**src/hdl/unsigned_divider_64_top_defines.svh**
```systemverilog
`ifndef UNSIGNED_DIVIDER_64_TOP_DEFINES_SVH
`define UNSIGNED_DIVIDER_64_TOP_DEFINES_SVH

// Same-cycle implication, checked outside reset.
`define UDIV64_ASSERT_NOW(lbl, clk, rstn, ante, cons, msg) \
    lbl: assert property (@(posedge clk) disable iff (!rstn) (ante) |-> (cons)) \
        else $error(msg);

// Next-cycle implication, checked outside reset.
`define UDIV64_ASSERT_NEXT(lbl, clk, rstn, ante, cons, msg) \
    lbl: assert property (@(posedge clk) disable iff (!rstn) (ante) |=> (cons)) \
        else $error(msg);

`endif

```
**src/hdl/udiv64_pkg.sv**
```systemverilog
`default_nettype none

package udiv64_pkg;

    localparam int DATA_WIDTH = 64;
    localparam int FIELD_W    = 64;
    localparam int CNT_W      = $clog2(DATA_WIDTH);

    typedef logic [DATA_WIDTH-1:0] t_data;
    typedef logic [FIELD_W-1:0]    t_field;
    typedef logic [CNT_W-1:0]      t_cnt;

    typedef enum logic [1:0] {
        S_IDLE,
        S_RUN,
        S_HOLD
    } t_state;

    typedef struct packed {
        logic take;
        logic load;
        logic step;
        logic push;
    } t_cmd;

    typedef struct packed {
        logic in_valid;
        logic den_zero;
        logic last;
        logic out_free;
    } t_sts;

endpackage

`default_nettype wire

```
**src/hdl/udiv64_in_if.sv**
```systemverilog
`default_nettype none

interface udiv64_in_if import udiv64_pkg::*; ();
    logic   valid;
    logic   ready;
    t_field dividend;
    t_field divisor_value;

    modport source (output valid, dividend, divisor_value, input ready);
    modport sink   (input valid, dividend, divisor_value, output ready);
endinterface

`default_nettype wire

```
**src/hdl/udiv64_out_if.sv**
```systemverilog
`default_nettype none

interface udiv64_out_if import udiv64_pkg::*; ();
    logic   valid;
    logic   ready;
    t_field quotient;
    logic   divide_by_zero;

    modport source (output valid, quotient, divide_by_zero, input ready);
    modport sink   (input valid, quotient, divide_by_zero, output ready);
endinterface

`default_nettype wire

```
**src/hdl/udiv64_ctrl.sv**
```systemverilog
`default_nettype none

module udiv64_ctrl import udiv64_pkg::*; (
    input  wire logic i_clk,
    input  wire logic i_rst_n,
    input  wire t_sts i_sts,
    output t_cmd      o_cmd
);

    t_state r_state;
    t_state n_state;

    always_ff @(posedge i_clk) begin
        if (!i_rst_n) begin
            r_state <= S_IDLE;
        end else begin
            r_state <= n_state;
        end
    end

    always_comb begin
        n_state = r_state;
        o_cmd   = '0;
        unique case (r_state)
            S_IDLE: begin
                o_cmd.take = 1'b1;
                if (i_sts.in_valid) begin
                    o_cmd.load = 1'b1;
                    n_state    = i_sts.den_zero ? S_HOLD : S_RUN;
                end
            end
            S_RUN: begin
                o_cmd.step = 1'b1;
                if (i_sts.last) begin
                    n_state = S_HOLD;
                end
            end
            S_HOLD: begin
                if (i_sts.out_free) begin
                    o_cmd.push = 1'b1;
                    n_state    = S_IDLE;
                end
            end
            default: begin
                n_state = S_IDLE;
            end
        endcase
    end

endmodule

`default_nettype wire

```
**src/hdl/udiv64_dp.sv**
```systemverilog
`default_nettype none

module udiv64_dp import udiv64_pkg::*; (
    input  wire logic    i_clk,
    input  wire logic    i_rst_n,
    input  wire t_cmd    i_cmd,
    output t_sts         o_sts,
    udiv64_in_if.sink    i_req,
    udiv64_out_if.source o_rsp
);

    t_data r_rem,  n_rem;
    t_data r_quo,  n_quo;
    t_data r_den,  n_den;
    t_cnt  r_cnt,  n_cnt;
    logic  r_dbz,  n_dbz;
    t_data r_oq;
    logic  r_odbz;
    logic  r_ovalid;

    logic [DATA_WIDTH:0] w_part;
    logic [DATA_WIDTH:0] w_diff;
    t_data               w_den_in;

    assign w_den_in = i_req.divisor_value[DATA_WIDTH-1:0];
    assign w_part   = {r_rem, r_quo[DATA_WIDTH-1]};
    assign w_diff   = w_part - {1'b0, r_den};

    always_comb begin
        n_rem = r_rem;
        n_quo = r_quo;
        n_den = r_den;
        n_cnt = r_cnt;
        n_dbz = r_dbz;
        if (i_cmd.load) begin
            n_rem = '0;
            n_den = w_den_in;
            n_cnt = '0;
            n_dbz = (w_den_in == '0);
            n_quo = n_dbz ? '1 : i_req.dividend[DATA_WIDTH-1:0];
        end else if (i_cmd.step) begin
            n_cnt = r_cnt + 1'b1;
            // quotient bits shift in as dividend bits shift out
            if (!w_diff[DATA_WIDTH]) begin
                n_rem = w_diff[DATA_WIDTH-1:0];
                n_quo = {r_quo[DATA_WIDTH-2:0], 1'b1};
            end else begin
                n_rem = w_part[DATA_WIDTH-1:0];
                n_quo = {r_quo[DATA_WIDTH-2:0], 1'b0};
            end
        end
    end

    always_ff @(posedge i_clk) begin
        r_rem <= n_rem;
        r_quo <= n_quo;
        r_den <= n_den;
        r_cnt <= n_cnt;
        r_dbz <= n_dbz;
        if (i_cmd.push) begin
            r_oq   <= r_quo;
            r_odbz <= r_dbz;
        end
    end

    always_ff @(posedge i_clk) begin
        if (!i_rst_n) begin
            r_ovalid <= 1'b0;
        end else if (i_cmd.push) begin
            r_ovalid <= 1'b1;
        end else if (o_rsp.ready) begin
            r_ovalid <= 1'b0;
        end
    end

    assign i_req.ready          = i_cmd.take;
    assign o_rsp.valid          = r_ovalid;
    assign o_rsp.quotient       = FIELD_W'(r_oq);
    assign o_rsp.divide_by_zero = r_odbz;

    assign o_sts.in_valid = i_req.valid;
    assign o_sts.den_zero = (w_den_in == '0);
    assign o_sts.last     = (r_cnt == CNT_W'(DATA_WIDTH - 1));
    assign o_sts.out_free = !r_ovalid || o_rsp.ready;

endmodule

`default_nettype wire

```
**src/hdl/unsigned_divider_64_top.sv**
```systemverilog
// Unsigned restoring divider: returns floor(dividend / divisor_value) over the
// low DATA_WIDTH bits of each operand, one quotient bit per cycle from a single
// shared subtract-and-compare stage. An accepted request runs one step per
// quotient bit, then holds until the output register is free; a zero divisor
// skips the steps and returns an all-ones quotient with divide_by_zero set. One
// request is in work at a time; a finished quotient waits in an output register,
// so a new request is accepted while the previous result is still pending.
`default_nettype none

`include "unsigned_divider_64_top_defines.svh"

module unsigned_divider_64_top import udiv64_pkg::*; (
    input  wire logic    i_clk,
    input  wire logic    i_rst_n,
    udiv64_in_if.sink    i_req,
    udiv64_out_if.source o_rsp
);

    t_cmd w_cmd;
    t_sts w_sts;

    udiv64_ctrl u_ctrl (
        .i_clk   (i_clk),
        .i_rst_n (i_rst_n),
        .i_sts   (w_sts),
        .o_cmd   (w_cmd)
    );

    udiv64_dp u_dp (
        .i_clk   (i_clk),
        .i_rst_n (i_rst_n),
        .i_cmd   (w_cmd),
        .o_sts   (w_sts),
        .i_req   (i_req),
        .o_rsp   (o_rsp)
    );

    `UDIV64_ASSERT_NOW(a_dbz_all_ones, i_clk, i_rst_n, o_rsp.valid && o_rsp.divide_by_zero, &o_rsp.quotient[DATA_WIDTH-1:0], "zero divisor result not all ones")
    `UDIV64_ASSERT_NEXT(a_busy_after_accept, i_clk, i_rst_n, i_req.valid && i_req.ready, !i_req.ready, "request taken while busy")
    `UDIV64_ASSERT_NOW(a_push_into_free, i_clk, i_rst_n, w_cmd.push, !o_rsp.valid || o_rsp.ready, "result pushed over pending result")

endmodule

`default_nettype wire
```
**src/flat_wrapper.sv**
```systemverilog
// flat-port wrapper written by rule: the top's interface ports become plain ports
module unsigned_divider_64_top_flat import udiv64_pkg::*;
  (i_clk, i_rst_n, i_req_valid, i_req_dividend, i_req_divisor_value, i_req_ready, o_rsp_valid, o_rsp_quotient, o_rsp_divide_by_zero, o_rsp_ready);
  udiv64_in_if i_req_i ();
  udiv64_out_if o_rsp_i ();
  input  wire logic i_clk;
  input  wire logic i_rst_n;
  input wire logic [$bits(i_req_i.valid)-1:0] i_req_valid;
  input wire logic [$bits(i_req_i.dividend)-1:0] i_req_dividend;
  input wire logic [$bits(i_req_i.divisor_value)-1:0] i_req_divisor_value;
  output wire logic [$bits(i_req_i.ready)-1:0] i_req_ready;
  output wire logic [$bits(o_rsp_i.valid)-1:0] o_rsp_valid;
  output wire logic [$bits(o_rsp_i.quotient)-1:0] o_rsp_quotient;
  output wire logic [$bits(o_rsp_i.divide_by_zero)-1:0] o_rsp_divide_by_zero;
  input wire logic [$bits(o_rsp_i.ready)-1:0] o_rsp_ready;
  assign i_req_i.valid = i_req_valid;
  assign i_req_i.dividend = i_req_dividend;
  assign i_req_i.divisor_value = i_req_divisor_value;
  assign i_req_ready = i_req_i.ready;
  assign o_rsp_valid = o_rsp_i.valid;
  assign o_rsp_quotient = o_rsp_i.quotient;
  assign o_rsp_divide_by_zero = o_rsp_i.divide_by_zero;
  assign o_rsp_i.ready = o_rsp_ready;
  unsigned_divider_64_top u_core (.i_clk(i_clk), .i_rst_n(i_rst_n), .i_req(i_req_i), .o_rsp(o_rsp_i));
endmodule
```
**config.mk**
```make
export PLATFORM = sky130hd
export DESIGN_NAME = unsigned_divider_64_top_flat
export DESIGN_NICKNAME = d
export VERILOG_FILES = /design/src/hdl/udiv64_pkg.sv /design/src/hdl/udiv64_in_if.sv /design/src/hdl/udiv64_out_if.sv /design/src/hdl/udiv64_ctrl.sv /design/src/hdl/udiv64_dp.sv /design/src/hdl/unsigned_divider_64_top.sv /design/src/flat_wrapper.sv
export VERILOG_INCLUDE_DIRS = /design/src /design/src/hdl
export SDC_FILE = /design/constraint.sdc
export NUM_CORES = 1
export LEC_CHECK = 0
export ABC_AREA = 1
export BUFFER_PORTS_ARGS = -buffer_cell sky130_fd_sc_hd__buf_2
export CAP_MARGIN = 20
export CORE_MARGIN = 2
export CORE_UTILIZATION = 60
export DETAILED_ROUTE_END_ITERATION = 6
export GPL_TIMING_DRIVEN = 0
export PLACE_DENSITY_LB_ADDON = 0.2
export RECOVER_POWER = 100
export SLEW_MARGIN = 20
export SYNTH_ARGS = -nofsm -noshare
export SYNTH_HDL_FRONTEND = slang
export SYNTH_SLANG_ARGS = --single-unit
export TNS_END_PERCENT = 20
```
**constraint.sdc**
```tcl
create_clock -name i_clk -period 7.6 [get_ports i_clk]
set_input_delay 0.76 -clock i_clk [delete_from_list [all_inputs] [get_ports i_clk]]
set_output_delay 0.76 -clock i_clk [all_outputs]
set_load 0.05 [all_outputs]
```
# Word level (Yosys, flattened, before mapping)
# Index checks and enable logic that the tools add are counted.
# Widths: inputs -> output; s select.
# totals
input_bits,132
wordCells,41
register_bits,267
# classes
n_mux,17
n_eq_ne,6
add_sub_neg,2
reduce_logical,7
# op_table
op,n
$mux 64,4
$sub 65x64->65,1
$logic_not 64->1,1
$mux 2,5
$mux 1,7
$add 6x1->6 const B,1
$eq 6x6->1 const B,1
$ne 2x2->1 const B,3
$pmux 2 s3,1
$reduce_bool 2->1,2
$reduce_and 3->1,1
$eq 2x1->1 const B,1
$eq 2x2->1 const B,1
$logic_not 2->1,1
$logic_not 1->1,1
$logic_or 1x1->1,1

# Logic depth before layout (Yosys ltp)
# logic_depth
word_depth,5
mapped_depth,21

# Modules after synthesis
# Synthesis repeated with hierarchy kept, for this count alone.
# unflattened
hier_cells,2440
hier_area_um2,16955.0
# modules_own_cells
module,cells_each,area_each_um2,n_inst,seq_area_each_um2
udiv64_dp,2416,16803.6,1,7247.0
udiv64_ctrl,24,151.4,1,40.0

# Worst setup path after synthesis
# No wires, ideal clock.
# synth_path
path_type,input -> register
from,input port o_rsp_ready
to,"register u_core.u_dp.r_odbz, in the netlist u_core.u_dp.o_rsp.divide_by_zero (enable)"
setup_ps,569
t_arrival_ps,5224
stages,2
setup_slack_ps,1807
path_cell_list,nor2_1 -> nor3_1
# synth_rtl
element,line,rtl
"start, declared",flat_wrapper.sv:15,input wire logic [$bits(o_rsp_i.ready)-1:0] o_rsp_ready;
"end signal, assigned",udiv64_dp.sv:62,r_odbz <= r_dbz;
"end, declared",udiv64_dp.sv:18,logic r_odbz;

# Worst setup path in the final report
# layout_path
from,register u_core.u_dp.r_quo[63]
to,register u_core.u_dp.r_quo[0] (data pin)
# layout_between
elab_chain_cells,4
# layout_rtl
element,line,rtl
"start, declared",udiv64_dp.sv:13,"t_data r_quo, n_quo;"
"start signal, assigned",udiv64_dp.sv:56,r_quo <= n_quo;
$sub 65x64->65,udiv64_dp.sv:27,"assign w_diff = w_part - {1'b0, r_den};"
$mux 1,udiv64_dp.sv:44,if (!w_diff[DATA_WIDTH]) begin
$mux 64,udiv64_dp.sv:41,end else if (i_cmd.step) begin
$mux 64,udiv64_dp.sv:35,if (i_cmd.load) begin
net u_core.u_dp.n_quo[0],udiv64_dp.sv:13,
# The timed path passes the listed nets, and every way through them passes these cells. The select of a mux whose other input is x is not followed.
# A chain may end at the register's enable or synchronous reset.

==> reports/metrics.yaml <==
hold_buffers: 0
power.density_nw_per_um2: 301
ioPinCount: 199
crit_arrival_ns: 4.79
setup_viol: 0
cap_viol_max_count: 3
grt_max_degree: 49
yosys-top-cells-area: "edfxtp_1, nand2_1, inv_1"
netlist_area_sq_um: 16700
first_global_vias: 14465
startpoint_type: "flop"
final_cell_mix: "nand2_1, inv_1, edfxtp_1, nor2_1, clkbuf_1"
period_share_pct: 59.6
cts_setup_buffers: 0
min_period_ns: 4.53
cellLeakagePower_nw: 9.94
n_antenna_cell: 0
syn_inst: 2293
clkLatencyLatePin_ns: 0.57
cts_sinks: 267
path_max_fanout: 10
crit_required_ns: 7.86
globalplace.congestion: 0.996
slew-limit-headroom_pct: -74.4
failed_checks: "max-capacitance violations, max-slew violations"
cts_made_buffers: 28
worst_hold_slack_ns: 0.381
io_buffers: 198
avgViaCountPerCell: 5.23
cts_tree: "yes"
die_h_um: 171
dpl_worst_slack_ns: 4.22
dp_hpwl_mm: 39.3
p_total_mw: 5.71
cts-resized-gates: 0
grt_util_all_layers_pct: 34.0
finClkSkew_ns: 0.0192
htree_levels: 1
min-delay-path-class: "primary input to flop"
nNetsFinal: 2729
drtIter0Drc: 1485
worst-setup-path-type: "flop to flop"
drtPass1Iterations: 6
rsz0062_at_grt: "no"
cp-end-kind: "flop"
synth_top_cell_area_share_pct: 34.8
antenna_found_initial: 1
postRouteAntennaNets: 0
fin_util_pct: 68.6
syn2layout_area_growth_pct: 13.3
synth_cell_types: 41
layout_commonest_cell: "nand2_1"
drv_slew: 112
wl_per_cell_um: 17.1
status: "finished, violations left"
cts_root_buffer: "clkbuf_16"
cts_max_path_buffers: 3
clk_pin_slew_ns: 0.06
overflow: 0
route.vias.total: 15325
synth_seq_area_share_pct: 43.5
tightestPinTransition_ns: 2.62
start_util_pct: 60.6
drcViolationCount: 0
die-area_sq_um: 29200
ys_warn_count: 0
layout_setup_ws_ns: 3.07
grt_pass1_wl_mm: 76.6
die_w_um: 171
synthesis.nets: 2491
core_area_sq_um: 27600
ys_seq_elements: 267
syn_avg_cell_area_sq_um: 7.30
rows: 61
vdd.ir_drop.worst_uv: 245
finalHoldViolCount: 0
yosys.area.top_type: "edfxtp_1"
tns_ns: 0
drive_gt1_share_pct: 8.19
wirelength_mm: 50.2
max_freq_mhz: 221
==> state kept, by name, indices dropped and copies added, names as in the netlist, 2 cells and up <==
register and flops:
u_core.u_ctrl.r_state 2, u_core.u_dp.o_rsp.quotient 64, u_core.u_dp.r_cnt 6, u_core.u_dp.r_den 64
u_core.u_dp.r_quo 64, u_core.u_dp.r_rem 64
==> layer usage <==
metal | part of all wire (%) | GRT usage, %
met3 | 9.0 | 7.24
met4 | 3.9 | 12.5
met5 | 0.026 | 0
met1 | 41 | 43.6
met2 | 46 | 56.9
==> metrics by stage <==
| step | instances | instance area [sq um] |
|---|---|---|
| after floorplan | 2293 | 16700 |
| after global placement | 2869 | 18200 |
| after detailed placement | 2879 | 18300 |
| after CTS | 2931 | 19200 |
| after global routing | 2931 | 19000 |
| final | 2931 | 19000 |
==> path summary, 6_finish.rpt <==
path / startpoint / to / slack, ns / depth (start not counted)
worst max-delay path: u_core.u_dp.r_quo[63] / u_core.u_dp.r_quo[0] / 3.07 / 17
worst max register to register: u_core.u_dp.r_quo[63] / u_core.u_dp.r_quo[0] / 3.07 / 17
worst min-delay path: i_req_divisor_value[16] / u_core.u_dp.r_den[16] / 0.38 / 1
worst min register to register: u_core.u_dp.r_dbz / u_core.u_dp.o_rsp.divide_by_zero / 0.44 / 0
==> where the power goes <==
group	total [mW]	internal, mW	switching (mW)
Clock	1.33	0.753	0.577
Combinational	2.43	0.777	1.65
Sequential	1.95	1.82	0.131
==> synth_stat cells (all sizes together) <==
library cell / count
ha: 65
and2: 1
nor3b: 1
fa: 1
nor2: 145
o21ai: 7
clkbuf: 14
a22o: 1
and3: 2
a221oi: 1
nor3: 18
nand3b: 49
inv: 482
xnor2: 4
a21oi: 45
buf: 34
o22a: 63
nand2: 909
nand4: 16
nor4: 8
nand3: 129
xor2: 27
clkinv: 1
edfxtp: 194
o21a: 1
a31oi: 2
dfxtp: 73
==> cells by family (layout without fill, tap and decap cells) <==
family | count (synthesis) | after routing | synth area share (%)
buf+inv | 531 | 791 | 12.6
flops | 267 | 267 | 43.5
compound gates | 120 | 120 | 5.12
xor+xnor | 31 | 31 | 1.62
simple gates | 1278 | 1278 | 32.1
fa+ha+maj | 66 | 66 | 4.98
==> critical path, cell delays in order, from the launching register on <==
cell and delay (ns):
edfxtp_1 0.37, inv_1 0.09, ha_1 0.23, fa_1 0.43, inv_1 0.13, nand2_1 0.06
nand2_1 0.08, nand3_1 0.07, nand2_1 0.19, nand2_2 0.06, nand2_1 0.23, nand2_2 0.06
nand2_1 0.24, nand2_1 0.12, nand3_1 0.12, clkbuf_1 0.83, clkbuf_1 0.66, a31oi_1 0.23
==> cell type report <==
| cell class | instances | area [sq um] |
|---|---|---|
| plain buffers | 48 | 239 |
| clock buffers | 37 | 774 |
| clock inverters | 15 | 130 |
| fillers | 2466 | 8670 |
| inverters | 483 | 1810 |
| multi-input cells | 1495 | 7320 |
| flip-flops and latches | 267 | 7290 |
| well taps | 378 | 473 |
| repair buffers | 208 | 920 |
Note: power is estimated with default switching activity, not from simulation.
